$ cat src/pscba_pkg.sv
`timescale 1ns / 1ps
// ----------------------------------------------------------------------------
// Power-of-two size-class allocator package
// Shared field widths, codes, item types and controller states.
// ----------------------------------------------------------------------------
package pscba_pkg;

    localparam int ADDR_W      = 48;
    localparam int SIZE_W      = 27;
    localparam int CLASS_W     = 5;
    localparam int PAGES_CFG_W = 7;
    localparam int CFG_W       = 48;
    localparam int HDR_BYTES   = 8;

    typedef enum logic {
        CMD_ALLOC = 1'b0,
        CMD_FREE  = 1'b1
    } cmd_t;

    typedef enum logic [1:0] {
        STATUS_OK        = 2'd0,
        STATUS_TOO_LARGE = 2'd1,
        STATUS_EXHAUSTED = 2'd2,
        STATUS_BAD_FREE  = 2'd3
    } status_t;

    localparam logic CFG_POOL_BASE    = 1'b0;
    localparam logic CFG_PAGES_IN_USE = 1'b1;

    typedef enum logic [1:0] {
        S_IDLE,
        S_EXEC,
        S_POP,
        S_SWEEP
    } state_t;

    typedef struct packed {
        cmd_t                command;
        logic [SIZE_W-1:0]   request_size;
        logic [ADDR_W-1:0]   free_address;
    } req_t;

    typedef struct packed {
        logic [ADDR_W-1:0]   user_address;
        logic [SIZE_W-1:0]   avail_size;
        status_t             status;
    } rsp_t;

endpackage

$ cat src/pscba_page_mem.sv
`timescale 1ns / 1ps
// ----------------------------------------------------------------------------
// Page class table
// Holds the size class of each claimed page, zero on continuation pages.
// ----------------------------------------------------------------------------
module pscba_page_mem #(
    parameter int PAGE_W = 6
) (
    input  logic                          clk,
    input  logic                          we,
    input  logic [PAGE_W-1:0]             waddr,
    input  logic [pscba_pkg::CLASS_W-1:0] wdata,
    input  logic [PAGE_W-1:0]             raddr,
    output logic [pscba_pkg::CLASS_W-1:0] rdata
);

    logic [pscba_pkg::CLASS_W-1:0] mem [2**PAGE_W];

    always_ff @(posedge clk)
    begin
        if (we)
        begin
            mem[waddr] <= wdata;
        end
        rdata <= mem[raddr];
    end

endmodule

$ cat config.mk
export PLATFORM = sky130hd
export DESIGN_NAME = pscba_page_mem
export DESIGN_NICKNAME = d
export VERILOG_FILES = /design/src/pscba_pkg.sv /design/src/pscba_page_mem.sv
export SDC_FILE = /design/constraint.sdc
export NUM_CORES = 1
export LEC_CHECK = 0
export ABC_AREA = 1
export BUFFER_PORTS_ARGS = -buffer_cell sky130_fd_sc_hd__buf_4
export CAP_MARGIN = 20
export CORE_ASPECT_RATIO = 2
export CORE_UTILIZATION = 60
export CTS_CLUSTER_SIZE = 10
export DETAILED_ROUTE_END_ITERATION = 8
export HOLD_SLACK_MARGIN = 0.08
export PLACE_DENSITY = 0.77
export SYNTH_ARGS = -nofsm -noshare
export SYNTH_HDL_FRONTEND = slang
export SYNTH_SLANG_ARGS = --single-unit
$ cat constraint.sdc
create_clock -name clk -period 3.15 [get_ports clk]
set_input_delay 0.4725 -clock clk [delete_from_list [all_inputs] [get_ports clk]]
set_output_delay 0.4725 -clock clk [all_outputs]
set_load 0.05 [all_outputs]
---- Word-level counts from Yosys, hierarchy flattened ----
Memory sizes are Yosys's and may differ from the RTL's. A register that Yosys moved wholly into a read port is not among the register bits.
Index checks and enable logic that the tools add are counted.
Widths: inputs -> output; s select.
operators by class
  mux-type cells .......................... 2
operators with widths
  kind    count
  $mux 1  2
storage, ports and cells
  RAM bits ................................ 320
  output and inout port bits .............. 5
  logic and storage cells ................. 3
  register bits after elaboration ......... 0
  memories ................................ 1
  input bits .............................. 19
memory list
  name  words  width  read ports  clocked after memory_dff  write ports  line                  RTL
  mem   64     5      1           1                         1            pscba_page_mem.sv:17  logic [pscba_pkg::CLASS_W-1:0] mem [2**PAGE_W];

---- Longest topological paths before layout ----
  depth in word-level cells ............... 2
  gate-level depth with buffers ........... 12
  mapped depth without buffers ............ 9

---- Worst setup path before layout ----
OpenSTA, ideal clock, no wires.
  kind .................................... input to register
  start ................................... input port we
  end ..................................... memory mem[48][0] (netlist name), enable pin
  setup slack ............................. 1.207 ns
  data required time ...................... 2.769 ns
  path buffers ............................ 1
  arrival ................................. 1.562 ns
  setup time .............................. 0.381 ns
  cell stages on the path ................. 3
  cells stage by stage .................... clkbuf_1 -> nand4_1 -> nor4_1
between the ends
  word-level cells in the longest chain between the ends .. 2
RTL lines
  what                          line                  RTL
  start: declaration            pscba_page_mem.sv:10  input logic we,
  $mux 1                        pscba_page_mem.sv:21  if (we)
  $mux 1 (implied by the code)  pscba_page_mem.sv:23  mem[waddr] <= wdata;
  end: declaration              pscba_page_mem.sv:17
Every way passes these cells.

---- Final worst setup path ----
  start ................................... input port waddr[1]
  end ..................................... memory mem[13][2] (netlist name), enable pin
RTL lines
  what                line                  RTL
  start: declaration  pscba_page_mem.sv:11  input logic [PAGE_W-1:0] waddr,
No word-level cell before the write port.

==> qor.txt <==
status: finished clean
die outline area: 22950 um2
hold_ws: 0.2798 ns
CTS tree: built
Avg WL per Cell: 20.24 um
H-tree depth: 2
vias: 8711
switch share: 21.73%
CTS clk-pin slew, worst paths: 0.05 ns
post-cts sizing count: 0
placed instance area: 13690 um2
Clock Skew: 0.01471 ns
Final Cell Area: 14730 um2
initial antenna violation count: 0
diode count: 0
initial cell density of the core: 60.95%
mapped cell area: 13390 um2
IO Port Bufs: 23
Global Route Usage Sum: 27.20%
worst min path class: in -> reg
VDD IR-drop max: 0.0004301 V
slew margin rel.: 39.09%
clock sinks: 325
maxcap violations: 0
root buf cell: clkbuf_16
Pint: 7.138 mW
NumNets Final: 1195
period utilization: 64.87%
CTS buffer count: 38
P&R area growth vs syn: 10.04%
number of distinct library cells after synthesis: 17
final-report hold violation count: 0
RSZ-0062 raised after global routing: no
fill cell count: 1596
CP endpoint kind: register
drt total wl: 29690 um
Avg Cell Area, Syn: 11.52 um2
Yosys reg bits: 325
Seq/Total Area, Yosys: 72.52%
Rows: 77
Via density: 5.938
Slew Viols, Final: 0
Post-CTS Hold Buffers: 0
GPL Wtd Cong: 0.8436
clock buffer depth: 3
pwr dens: 619.1 nW/um2
CP required: 3.29 ns
CORE AREA: 21970 um2
worst skew pair latency: 0.52 ns
Crit Path Class: in -> reg
Achievable Freq: 489.4 MHz
Slew @ Worst Pin: 0.9109 ns
crit-path max FO: 9
setup bufs post-CTS: 0
Tmin final: 2.043 ns
Synthesized Nets: 1181
cell count after synthesis: 1162
die height: 213.3 um
clock share of power: 41.1%
Yosys warnings: 0
drc violations: 0
fraction of layout instances using a drive strength above 1: 7.389%
HPWL Detailed: 17150 um
sequential share of power: 52.7%
largest net degree at the start of global routing: 161
leak pwr: 5.303 nW
DRT iter0 DRCs: 686
total grt overflow: 0
vias in the first global route: 8625
number of top-level pins: 24
switching pwr: 1.982 mW
die width: 107.6 um
Final setup viols: 0
first-pass GRT wire length: 45140 um
drt first pass iters: 5
Arr. time, crit path: 2.19 ns
antenna-violating nets left: 0
CP startpoint kind: primary input
Gate power share: 6.3%
setup TNS: 0 ns
cells in the mapped netlist, drive strengths merged:
| master | n | area, um2 |
|---|---|---|
| edfxtp | 320 | 9609 |
| clkbuf | 19 | 71.32 |
| dfxtp | 5 | 100.1 |
| nand4 | 9 | 56.30 |
| nand3 | 277 | 1386 |
| buf | 51 | 336.6 |
| nor4 | 8 | 50.05 |
| nand2 | 405 | 1520 |
| inv | 11 | 43.79 |
| clkinv | 1 | 3.750 |
| nor2 | 56 | 210.2 |
stage by stage:
step | setup slack, ns | util [%] | cells | total power [mW]
after floorplan | 1.207 | - | 1162 | 5.245
after global placement | 0.7339 | 62.30 | 1411 | 5.444
after detailed placement | 0.6583 | 62.30 | 1411 | 5.455
after CTS | 1.188 | 67.04 | 1466 | 9.146
after global routing | 1.073 | 67.07 | 1467 | 9.360
final | 1.107 | 67.07 | 1467 | 9.121
routing by layer:
layer,global-route usage (%),part of all wire (%),vias to the layer above
met5,0,0,-
met4,18.94,5.8,0
met3,4.029,7.1,114
met2,46.62,52,396
met1,30.93,35,4108
li1,-,-,4093
final cells by class:
type,instances,area (um2),share of cell area (%)
Clock inverter,4,41.29,0.2803
Timing Repair Buffer,44,365.4,2.480
Sequential cell,325,9709,65.91
Multi-Input combinational cell,755,3223,21.88
Tap cell,276,345.3,2.344
Inverter,12,47.55,0.3227
Clock buffer,51,999.7,6.786
registers in the layout, indices dropped and copies added, names as in the netlist:
name and count:
mem 320, rdata 5
placed cells by master (no fill, tap or decap), types with 2 or more instances in the layout:
cell	n
buf_4	40
buf_12	3
dfxtp_1	5
inv_6	2
edfxtp_1	320
nand3_1	277
nor2_1	56
inv_1	9
clkbuf_1	13
nor4_1	8
clkbuf_16	38
nand4_1	9
nand2_1	405
power groups by stage:
stage	Sequential (mW)	Clock [mW]	Combinational, mW
floorplan	4.92	0	0.329
global placement	4.89	0	0.555
detailed placement	4.89	0	0.566
CTS	4.80	3.77	0.568
global route	4.80	3.93	0.624
finish	4.80	3.75	0.572
final timing paths:
path | start | to | slack, ns | cells past startpoint
worst max register to register | mem[55][4] | rdata[4] | 1.90 | 8
worst min register to register | mem[40][1] | rdata[1] | 0.83 | 8
worst min-delay path | raddr[5] | rdata[1] | 0.28 | 3
worst max-delay path | waddr[1] | mem[13][2] | 1.11 | 4
cells by family after synthesis:
| kind of cell | synth area share (%) |
|---|---|
| buf+inv | 3.402 |
| flops | 72.52 |
| simple gates | 24.07 |
worst max-delay path, stage by stage:
cell,delay [ns]
buf_4,0.14
inv_1,0.17
nand4_1,0.74
nor2_1,0.65
(Power assumes the default switching activity.)
