$ cat config.mk
export PLATFORM = sky130hd
export DESIGN_NAME = pscba_class_enc
export DESIGN_NICKNAME = d
export VERILOG_FILES = /design/src/pscba_pkg.sv /design/src/pscba_class_enc.sv
export SDC_FILE = /design/constraint.sdc
export NUM_CORES = 1
export LEC_CHECK = 0
export BUFFER_PORTS_ARGS = -buffer_cell sky130_fd_sc_hd__buf_4
export CAP_MARGIN = 20
export CORE_MARGIN = 10
export CORE_UTILIZATION = 55
export DETAILED_ROUTE_END_ITERATION = 10
export PLACE_DENSITY = 0.85
export REMOVE_ABC_BUFFERS = 1
export SLEW_MARGIN = 30
export SYNTH_ARGS = -nofsm -noshare
export SYNTH_HDL_FRONTEND = slang
export SYNTH_SLANG_ARGS = --single-unit
$ cat constraint.sdc
create_clock -name vclk -period 7.35
set_input_delay 1.47 -clock vclk [all_inputs]
set_output_delay 1.47 -clock vclk [all_outputs]
set_load 0.05 [all_outputs]
$ cat src/pscba_pkg.sv
`timescale 1ns / 1ps
// ----------------------------------------------------------------------------
// Power-of-two size-class allocator package
// Shared field widths, codes, item types and controller states.
// ----------------------------------------------------------------------------
package pscba_pkg;

    localparam int ADDR_W      = 48;
    localparam int SIZE_W      = 27;
    localparam int CLASS_W     = 5;
    localparam int PAGES_CFG_W = 7;
    localparam int CFG_W       = 48;
    localparam int HDR_BYTES   = 8;

    typedef enum logic {
        CMD_ALLOC = 1'b0,
        CMD_FREE  = 1'b1
    } cmd_t;

    typedef enum logic [1:0] {
        STATUS_OK        = 2'd0,
        STATUS_TOO_LARGE = 2'd1,
        STATUS_EXHAUSTED = 2'd2,
        STATUS_BAD_FREE  = 2'd3
    } status_t;

    localparam logic CFG_POOL_BASE    = 1'b0;
    localparam logic CFG_PAGES_IN_USE = 1'b1;

    typedef enum logic [1:0] {
        S_IDLE,
        S_EXEC,
        S_POP,
        S_SWEEP
    } state_t;

    typedef struct packed {
        cmd_t                command;
        logic [SIZE_W-1:0]   request_size;
        logic [ADDR_W-1:0]   free_address;
    } req_t;

    typedef struct packed {
        logic [ADDR_W-1:0]   user_address;
        logic [SIZE_W-1:0]   avail_size;
        status_t             status;
    } rsp_t;

endpackage

$ cat src/pscba_class_enc.sv
`timescale 1ns / 1ps
// ----------------------------------------------------------------------------
// Size class encoder
// Maps a request size to max(MIN_CLASS_SHIFT, ceil(log2(size + header))).
// ----------------------------------------------------------------------------
module pscba_class_enc #(
    parameter int MIN_CLASS_SHIFT = 5
) (
    input  logic [pscba_pkg::SIZE_W-1:0]  request_size,
    output logic [pscba_pkg::CLASS_W-1:0] size_class
);

    logic [pscba_pkg::SIZE_W:0]    total_m1;
    logic [pscba_pkg::CLASS_W-1:0] bit_len;

    // The ceiling of log2(t) is the bit length of t - 1.
    always_comb
    begin
        total_m1 = {1'b0, request_size} + (pscba_pkg::SIZE_W + 1)'(pscba_pkg::HDR_BYTES - 1);
        bit_len  = '0;
        for (int i = 0; i <= pscba_pkg::SIZE_W; i++)
        begin
            if (total_m1[i])
            begin
                bit_len = pscba_pkg::CLASS_W'(i + 1);
            end
        end
        size_class = (bit_len < pscba_pkg::CLASS_W'(MIN_CLASS_SHIFT))
                   ? pscba_pkg::CLASS_W'(MIN_CLASS_SHIFT) : bit_len;
    end

endmodule

## Yosys cells after proc, flatten, opt, wreduce, memory -nomap -nowiden

Cells that the tools add are included.

- Shift-type cells: 0
- Bitwise logic cells: 0
- Equality and inequality tests: 0
- Multiplexer cells: 29
- Magnitude comparators: 1
- Divide/modulo/power cells: 0
- Add/subtract/negate cells: 1
- Reductions and logical operators: 0
- Multiply operators: 0

Operators with widths:

| operator | count |
|---|---|
| $mux W5 | 28 |
| $add A27 B3 Y28 const B | 1 |
| $lt A5 B3 Y1 const B | 1 |
| $mux W1 | 1 |

- Memories kept: 0
- Latch bits: 0
- ROM bits: 0
- Word-level logic and storage cells: 31
- RAM bits: 0
- Flip-flop bits (word level): 0

## Longest topological paths before layout

Gate-level depths: netlist of run 1.

- Depth after elaboration: 31
- Depth in mapped cells: 14
- Gate-level depth less buffers: 11

## Least setup slack after synthesis of run 1

OpenSTA, ideal clock, no wires.

- Path kind: input port to output port
- Start: input request_size[4] (netlist name)
- End: output size_class[1] (netlist name)
- Setup slack: 1572 ps
- Arrival time: 4308 ps
- Cell stages on the path: 10
- Cells stage by stage: buf_2 -> and4_2 -> nand4_4 -> nor3_2 -> mux2_1 -> o21ai_1 -> o211ai_1 -> a31oi_1 -> nor2_1 -> nor3_1

- Cells in the longest elaborated chain, start to end: 27

Ends and longest elaborated chain:

| item | RTL line | RTL |
|---|---|---|
| start: declaration | pscba_class_enc.sv:9 | `input logic [pscba_pkg::SIZE_W-1:0] request_size,` |
| $add A27 B3 Y28 (*) | pscba_class_enc.sv:19 | `total_m1 = {1'b0, request_size} + (pscba_pkg::SIZE_W + 1)'(pscba_pkg::HDR_BYTES - 1);` |
| $mux W5 (23 in series) | pscba_class_enc.sv:23 | `if (total_m1[i])` |
| $mux W5 (*) | pscba_class_enc.sv:23 |  |
| $lt A5 B3 Y1 | pscba_class_enc.sv:28 | `size_class = (bit_len < pscba_pkg::CLASS_W'(MIN_CLASS_SHIFT))` |
| $mux W5 (*) | pscba_class_enc.sv:29 | `? pscba_pkg::CLASS_W'(MIN_CLASS_SHIFT) : bit_len;` |
| end: declaration | pscba_class_enc.sv:10 | `output logic [pscba_pkg::CLASS_W-1:0] size_class` |

Mark *: on every way between the ends. The rest lies on a longest branch, timed or not.

## Worst setup path in the final report of run 1

- Start: input request_size[0] (netlist name)
- End: output size_class[0] (netlist name)

- Cells in the longest elaborated chain, start to end: 31

Ends and longest elaborated chain:

| item | RTL line |
|---|---|
| $add A27 B3 Y28 (*) | pscba_class_enc.sv:19 |
| $mux W1 | pscba_class_enc.sv:23 |
| $mux W5 (26 in series) | pscba_class_enc.sv:23 |
| $mux W5 (*) | pscba_class_enc.sv:23 |
| $lt A5 B3 Y1 | pscba_class_enc.sv:28 |
| $mux W5 (*) | pscba_class_enc.sv:29 |

Marks and branches as above.

==> flow_summary.ini, run 1 <==
[power]
p_clk_share_pct = 0
swShare_pct = 59.3
p_sw_uw = 46.2
powerDensity_nw_per_um2 = 45.3
p_leak_nw = 0.604
power.internal_uw = 31.7
power_frac_seq_pct = 0
combPwrFrac_pct = 100.0
max-vdd-ir-drop_v = 0.0000371

[critical_path]
crit_chain = buf_4 > inv_1 > ha_1 > nand2b_2 > nand2_1 > nor2_2 > xnor2_1 > a41o_1 > nand2_1 > nor4_4 > a31oi_1 > a21oi_1 > buf_4
critPathMaxStageDelay_ps = 490
critPathSlowestCell = nor2_2
end_kind = output pin
crit_type = input pin to output pin
cpLargestDelayFamily = simple AND/OR/NAND/NOR gates
path_buf_inv = 3
cp_data_arrival_time_ps = 4110
start_kind = input pin
cp.required_ps = 5880
critPathMaxFanout = 11

[cells_and_area]
nets = 272
synthToLayoutAreaGrowth_pct = 10.2
diodes = 0
drive_above_1_share_pct = 23.7
clkbuf_count = 0
design_area_um2 = 1720
seq_cell_count = 0
seqCellArea_um2 = 0

[logic_synthesis]
ys_seq_area_share_pct = 0
synthCells = 231
yosys_warnings = 0
synthesis.area_um2 = 1560
syn_avg_cell_area_um2 = 6.76
yosys.cell_types.count = 70

[timing]
rsz0062_at_grt = false
finalSetupTns_ps = 0
tightestPinTransition_ps = 904
drv_slew = 0
post-route-period-util_pct = 76.0
fmax_ghz = 0.179
maxSlewHeadroom_pct = 39.2
fin_crit_ps = 5580
hold_violations = 0
worst_slack_ps = 1770
finalSetupViolCount = 0
whs_ps = 3480

[run_status]
status = finished, final reports clean

[routing]
vias_per_cell = 6.67
wl_um = 4230
drt-wirelength-per-cell_um = 15.6
ant_nets = 0
vias = 1814
drc = 0
drt-pass1-iter-count = 4
drtIter0Drc = 148

[die]
die_x_um = 73.3
die_h_um = 73.3
pin_count = 32
rows = 19
core_area_um2 = 2730
die-area_um2 = 5370
initial_core_util_pct = 57.1

[placement]
numPortBuffers = 32
gp_congestion = 0.923
hpwl_um = 3390
post-place-ws_ps = 1780
placed_area_um2 = 1720

[clock_network]
cts_setup_buffers = 0
postCtsHoldBufs = 0
cts-resized-gates = 0

[flow_run]
maxCapViolCount = 0

[grt]
antenna_found_initial = 0
grt_first_pass_wirelength_um = 7160
grt_pass1_vias = 1580
grt_max_degree = 17
overflow = 0
grt_usage_pct = 14.9

[hold_path]
hold_class = input pin to output pin
[logic make-up after synthesis]
family          Yosys count  share of synthesized area (%)
buf+inv                  27                           8.89
mux                       3                           2.00
simple gates            118                           47.7
compound gates           65                           30.9
xor+xnor                 16                           8.97
fa+ha+maj                 2                           1.60
[stage by stage]
step / power [mW] / cells / utilization (%)
after floorplan: 0.0413 / 209 / -
after global placement: 0.0760 / 272 / 62.9
after detailed placement: 0.0767 / 272 / 62.9
after CTS: 0.0769 / 272 / 62.9
after global routing: 0.0853 / 272 / 62.9
final: 0.0779 / 272 / 62.9
[layout by cell type (no fill, tap or decap), types with 8 or more instances in the layout]
master | Yosys | routed
a31oi_1 | 10 | 10
buf_4 | 3 | 32
nor2_1 | 14 | 14
nand3_1 | 8 | 8
nor3_1 | 19 | 19
and3_1 | 9 | 9
xnor2_1 | 8 | 8
o21ai_0 | 8 | 8
xor2_1 | 8 | 8
nand2_1 | 18 | 18
[tightest hold or removal path: cells and delay by family]
| family | cells | cell delay [ps] |
|---|---|---|
| buf+inv | 2 | 320 |
| simple gates | 2 | 130 |
| compound gates | 1 | 80 |
[power groups by stage]
stage,Combinational [mW],Sequential (mW),Clock [mW]
2_1_floorplan,0.0413,0,0
3_3_place_gp,0.0760,0,0
3_5_place_dp,0.0767,0,0
4_1_cts,0.0769,0,0
5_1_grt,0.0853,0,0
6_report,0.0779,0,0
[synth_stat cells (2+ instances only)]
cell	n	area (um2)
a2111oi_0	2	17.5
a211oi_1	5	37.5
a21oi_1	6	30.0
a31o_2	2	17.5
a31oi_1	10	62.6
and2_1	2	12.5
and3_1	9	56.3
and4_1	5	43.8
buf_2	7	35.0
buf_4	3	22.5
buf_6	2	22.5
clkbuf_1	8	30.0
clkbuf_2	2	10.0
ha_1	2	25.0
inv_1	5	18.8
mux2i_1	2	20.0
nand2_1	18	67.6
nand2b_1	3	18.8
nand3_1	8	40.0
nand4_1	5	31.3
nand4_4	3	63.8
nand4b_1	2	17.5
nor2_1	14	52.6
nor3_1	19	95.1
nor3_2	2	20.0
nor4_1	5	31.3
o211a_1	2	20.0
o211ai_1	3	22.5
o21ai_0	8	40.0
o21ai_1	3	15.0
o22ai_1	2	12.5
o311a_1	3	30.0
or2_2	3	18.8
or3_1	5	31.3
or4_1	2	15.0
xnor2_1	8	70.1
xor2_1	8	70.1
[path summary, 6_finish.rpt]
path                        startpoint             to  slack, ps  cells past startpoint
worst max-delay path   request_size[0]  size_class[0]       1770                     13
worst min-delay path  request_size[25]  size_class[1]       3480                      5
[per-layer routing]
layer  vias up  track usage [%]  routed length [um]
li1        924                -                   -
met1       838             21.0                1950
met2        52             24.7                2020
met3         0             1.48                 252
met4         0            0.633                   0
met5         -                0                   0
[final cells by class]
type | instances | area [um2]
Multi-Input combinational cell | 204 | 1420
Inverter | 5 | 18.8
Fill cell | 287 | 1010
Tap cell | 31 | 38.8
Timing Repair Buffer | 32 | 240
Power figures use the tool's default switching activity.
==> inputs of run 2 (changes only) <==
CORE_UTILIZATION = 53   (was 55)
PLACE_DENSITY = 0.86   (was 0.85)
clock period = 5 ns   (was 7.35 ns; I/O delays follow)
==> flow_summary.ini, run 2 (synthesis gave the netlist of run 1 again) <==
[power]
p_sw_uw = 68.9
finalPower_uw = 116
p_leak_nw = 0.610
swShare_pct = 59.6
max-vdd-ir-drop_v = 0.0000538
power_frac_seq_pct = 0
p_clk_share_pct = 0
powerDensity_nw_per_um2 = 66.9
power.internal_uw = 46.7
combPwrFrac_pct = 100.0

[timing]
finalSetupViolCount = 0
rsz0062_at_grt = false
hold_violations = 0
post-route-period-util_pct = 93.1
whs_ps = 2540
finalSetupTns_ps = 0
maxSlewHeadroom_pct = 56.7
drv_slew = 0
tightestPinTransition_ps = 645
fin_crit_ps = 4660
fmax_ghz = 0.215

[clock_network]
cts_setup_buffers = 0
postCtsHoldBufs = 0
cts-resized-gates = 0

[placement]
gp_congestion = 0.949
hpwl_um = 3490
numPortBuffers = 32

[run_status]
status = finished, final reports clean

[cells_and_area]
diodes = 0
seqCellArea_um2 = 0
seq_cell_count = 0
final_common_cell = buf_4
synthToLayoutAreaGrowth_pct = 10.7
n_fill_cell = 272
clkbuf_count = 0
layout_common_cells = buf_4, nor3_1, nand2_1, nor2_1, a31oi_1
nets = 273
drive_above_1_share_pct = 24.0

[grt]
grt_pass1_vias = 1700
grtUsageMet2_pct = 27.0
grt_usage_pct = 15.5
met1_usage_pct = 21.3
grt-busiest-layer = met2
overflow = 0
antenna_found_initial = 0
use_met3_pct = 1.20
grt_first_pass_wirelength_um = 7490
grt_max_degree = 17

[routing]
drt-pass1-iter-count = 5
drc = 0
ant_nets = 0
drt-wirelength-per-cell_um = 16.1
wl_um = 4390
vias = 1845
drtIter0Drc = 211
vias_per_cell = 6.76

[die]
pin_count = 32
initial_core_util_pct = 56.1
die-area_um2 = 5520
die_x_um = 74.3
die_h_um = 74.3
rows = 19
core_area_um2 = 2780

[critical_path]
path_buf_inv = 3
critPathSlowestCell = nor2_2
cp_data_arrival_time_ps = 3660
critPathMaxFanout = 11
cp.required_ps = 4000
cp-endpoint = size_class[0]
start_kind = input pin
end_kind = output pin
crit_start = request_size[0]
crit_chain = buf_4 > inv_1 > ha_1 > nand2b_2 > nand2_1 > nor2_2 > xnor2_1 > a41o_1 > nand2_1 > nor4_4 > a31oi_1 > a21oi_1 > buf_4
cp.depth = 13
cpLargestDelayFamily = simple AND/OR/NAND/NOR gates
critPathMaxStageDelay_ps = 480
crit_type = input pin to output pin

[hold_path]
hold_class = input pin to output pin
min_from = request_size[25]

[flow_run]
maxCapViolCount = 0
-- run 2: cell count changes in the layout (fill, tap and decap cells not counted) --
cell   change
buf_4      +1
-- run 2: cell type report --
| class | instances | area [um2] | area share (%) |
|---|---|---|---|
| inverter | 5 | 18.8 | 1.09 |
| multi-input combinational | 204 | 1420 | 82.3 |
| tap | 31 | 38.8 | 2.24 |
| timing repair buffer | 33 | 248 | 14.3 |
-- run 2: worst min-delay path by stage --
stage | endpoint | slack [ps] | cells past startpoint
global placement | size_class[1] | 2540 | 5
detailed placement | size_class[1] | 2550 | 5
floorplan | size_class[1] | 2330 | 3
CTS | size_class[1] | 2550 | 5
global route | size_class[1] | 2590 | 5
finish | size_class[1] | 2540 | 5
-- run 2: through the flow --
step	cell area [um2]	util (%)	setup WS, ps	cells
after global placement	1730	62.1	454	273
after floorplan	1440	-	223	209
final	1730	62.1	344	273
after global routing	1730	62.1	121	273
after detailed placement	1730	62.1	382	273
after CTS	1730	62.1	379	273
-- run 2: power by group through the flow --
stage,Clock [mW],Combinational (mW),Sequential (mW)
6_report,0,0.116,0
5_1_grt,0,0.127,0
4_1_cts,0,0.114,0
3_3_place_gp,0,0.111,0
3_5_place_dp,0,0.114,0
2_1_floorplan,0,0.0607,0
-- run 2: tightest hold or removal path, stage by stage --
cell	delay, ps
buf_4	140
a31oi_1	80
nor2_1	80
nor3_1	50
buf_4	180
-- run 2: per-layer routing --
layer  routed length (um)  vias to the layer above
met4                    0                        0
met1                 1990                      860
met3                  274                        0
met5                    0                        -
li1                     -                      926
met2                 2130                       59
==> inputs of run 3 (changes only) <==
==> constraint.sdc (replaced) <==
create_clock -name vclk -period 5
set_input_delay 1 -clock vclk [all_inputs]
set_output_delay 1 -clock vclk [all_outputs]
set_load 0.005 [all_outputs]
==> flow_summary.ini, run 3 (synthesis gave the netlist of run 1 again) <==
[critical_path]
critPathMaxStageDelay_ps = 480
end_kind = output pin
start_kind = input pin
critPathSlowestCell = nor2_2
cp.required_ps = 4000
critPathMaxFanout = 11
cp_data_arrival_time_ps = 3550
crit_type = input pin to output pin
crit_chain = buf_4 > inv_1 > ha_1 > nand2b_2 > nand2_1 > nor2_2 > xnor2_1 > a41o_1 > nand2_1 > nor4_4 > a31oi_1 > a21oi_1 > buf_4
cpLargestDelayFamily = simple AND/OR/NAND/NOR gates
path_buf_inv = 3

[die]
die-area_um2 = 5520
rows = 19
die_x_um = 74.3
die_h_um = 74.3
initial_core_util_pct = 56.1
core_area_um2 = 2780
pin_count = 32

[cells_and_area]
seq_cell_count = 0
diodes = 0
seqCellArea_um2 = 0
design_area_um2 = 1730
clkbuf_count = 0
layout_common_cells = buf_4, nor3_1, nand2_1, nor2_1, a31oi_1
drive_above_1_share_pct = 24.0
final_common_cell = buf_4
synthToLayoutAreaGrowth_pct = 10.7
nets = 273

[hold_path]
worst_hold_path.endpoint = size_class[1]
hold_depth = 5
min_from = request_size[25]
hold_class = input pin to output pin

[placement]
gp_congestion = 0.950
numPortBuffers = 32
placed_area_um2 = 1730
hpwl_um = 3400
post-place-ws_ps = 482

[timing]
rsz0062_at_grt = false
maxSlewHeadroom_pct = 59.2
finalSetupTns_ps = 0
hold_violations = 0
fmax_ghz = 0.220
finalSetupViolCount = 0
worst_slack_ps = 446
post-route-period-util_pct = 91.1
drv_slew = 0
fin_crit_ps = 4550
tightestPinTransition_ps = 609

[routing]
drtIter0Drc = 190
drt-wirelength-per-cell_um = 15.4
drt-pass1-iter-count = 4
drc = 0
vias_per_cell = 6.69
ant_nets = 0
wl_um = 4210
vias = 1826

[power]
max-vdd-ir-drop_v = 0.0000487
powerDensity_nw_per_um2 = 62.8
p_leak_nw = 0.610

[clock_network]
cts_setup_buffers = 0
postCtsHoldBufs = 0
cts-resized-gates = 0

[grt]
grt_max_degree = 17
grt_usage_pct = 15.2
overflow = 0
grt_pass1_vias = 1632
grt_first_pass_wirelength_um = 7350
antenna_found_initial = 0

[flow_run]
maxCapViolCount = 0

[run_status]
status = finished, final reports clean
## run 3: cell counts in the layout (fill, tap and decap cells not counted)
Identical to the previous run, type by type.
## run 3: report_power, final
part           internal, mW  total [mW]  switching, mW
logic                0.0465       0.108         0.0620
registers                 0           0              0
clock network             0           0              0
total                0.0465       0.108         0.0620
## run 3: final cells by class
cell class	count	area [um2]
timing repair buffer	33	248
inverter	5	18.8
fill	280	1050
tap	31	38.8
multi-input combinational	204	1420
## run 3: metrics by stage
step	hold WS (ps)	instances	utilization [%]	power [mW]
after global routing	2570	273	62.1	0.121
final	2490	273	62.1	0.108
after CTS	2490	273	62.1	0.107
after detailed placement	2490	273	62.1	0.107
after floorplan	2190	209	-	0.0550
after global placement	2490	273	62.1	0.106
## run 3: worst min-delay path: stages
cell,delay (ps)
buf_4,140
a31oi_1,80
nor2_1,90
nor3_1,60
buf_4,130
## run 3: worst max-delay path by stage
stage	start	endpoint	slack (ps)	cells past startpoint
after floorplan	request_size[0]	size_class[2]	950	10
after global placement	request_size[0]	size_class[2]	550	12
after detailed placement	request_size[0]	size_class[0]	480	13
after CTS	request_size[0]	size_class[0]	480	13
after global routing	request_size[0]	size_class[0]	210	13
final	request_size[0]	size_class[0]	450	13
## run 3: routing by layer
layer | track usage (%) | vias up | part of all wire (%)
li1 | - | 921 | -
met1 | 22.1 | 835 | 46
met2 | 24.1 | 66 | 46
met3 | 1.20 | 4 | 6.8
met4 | 2.03 | 0 | 0.81
met5 | 0 | - | 0
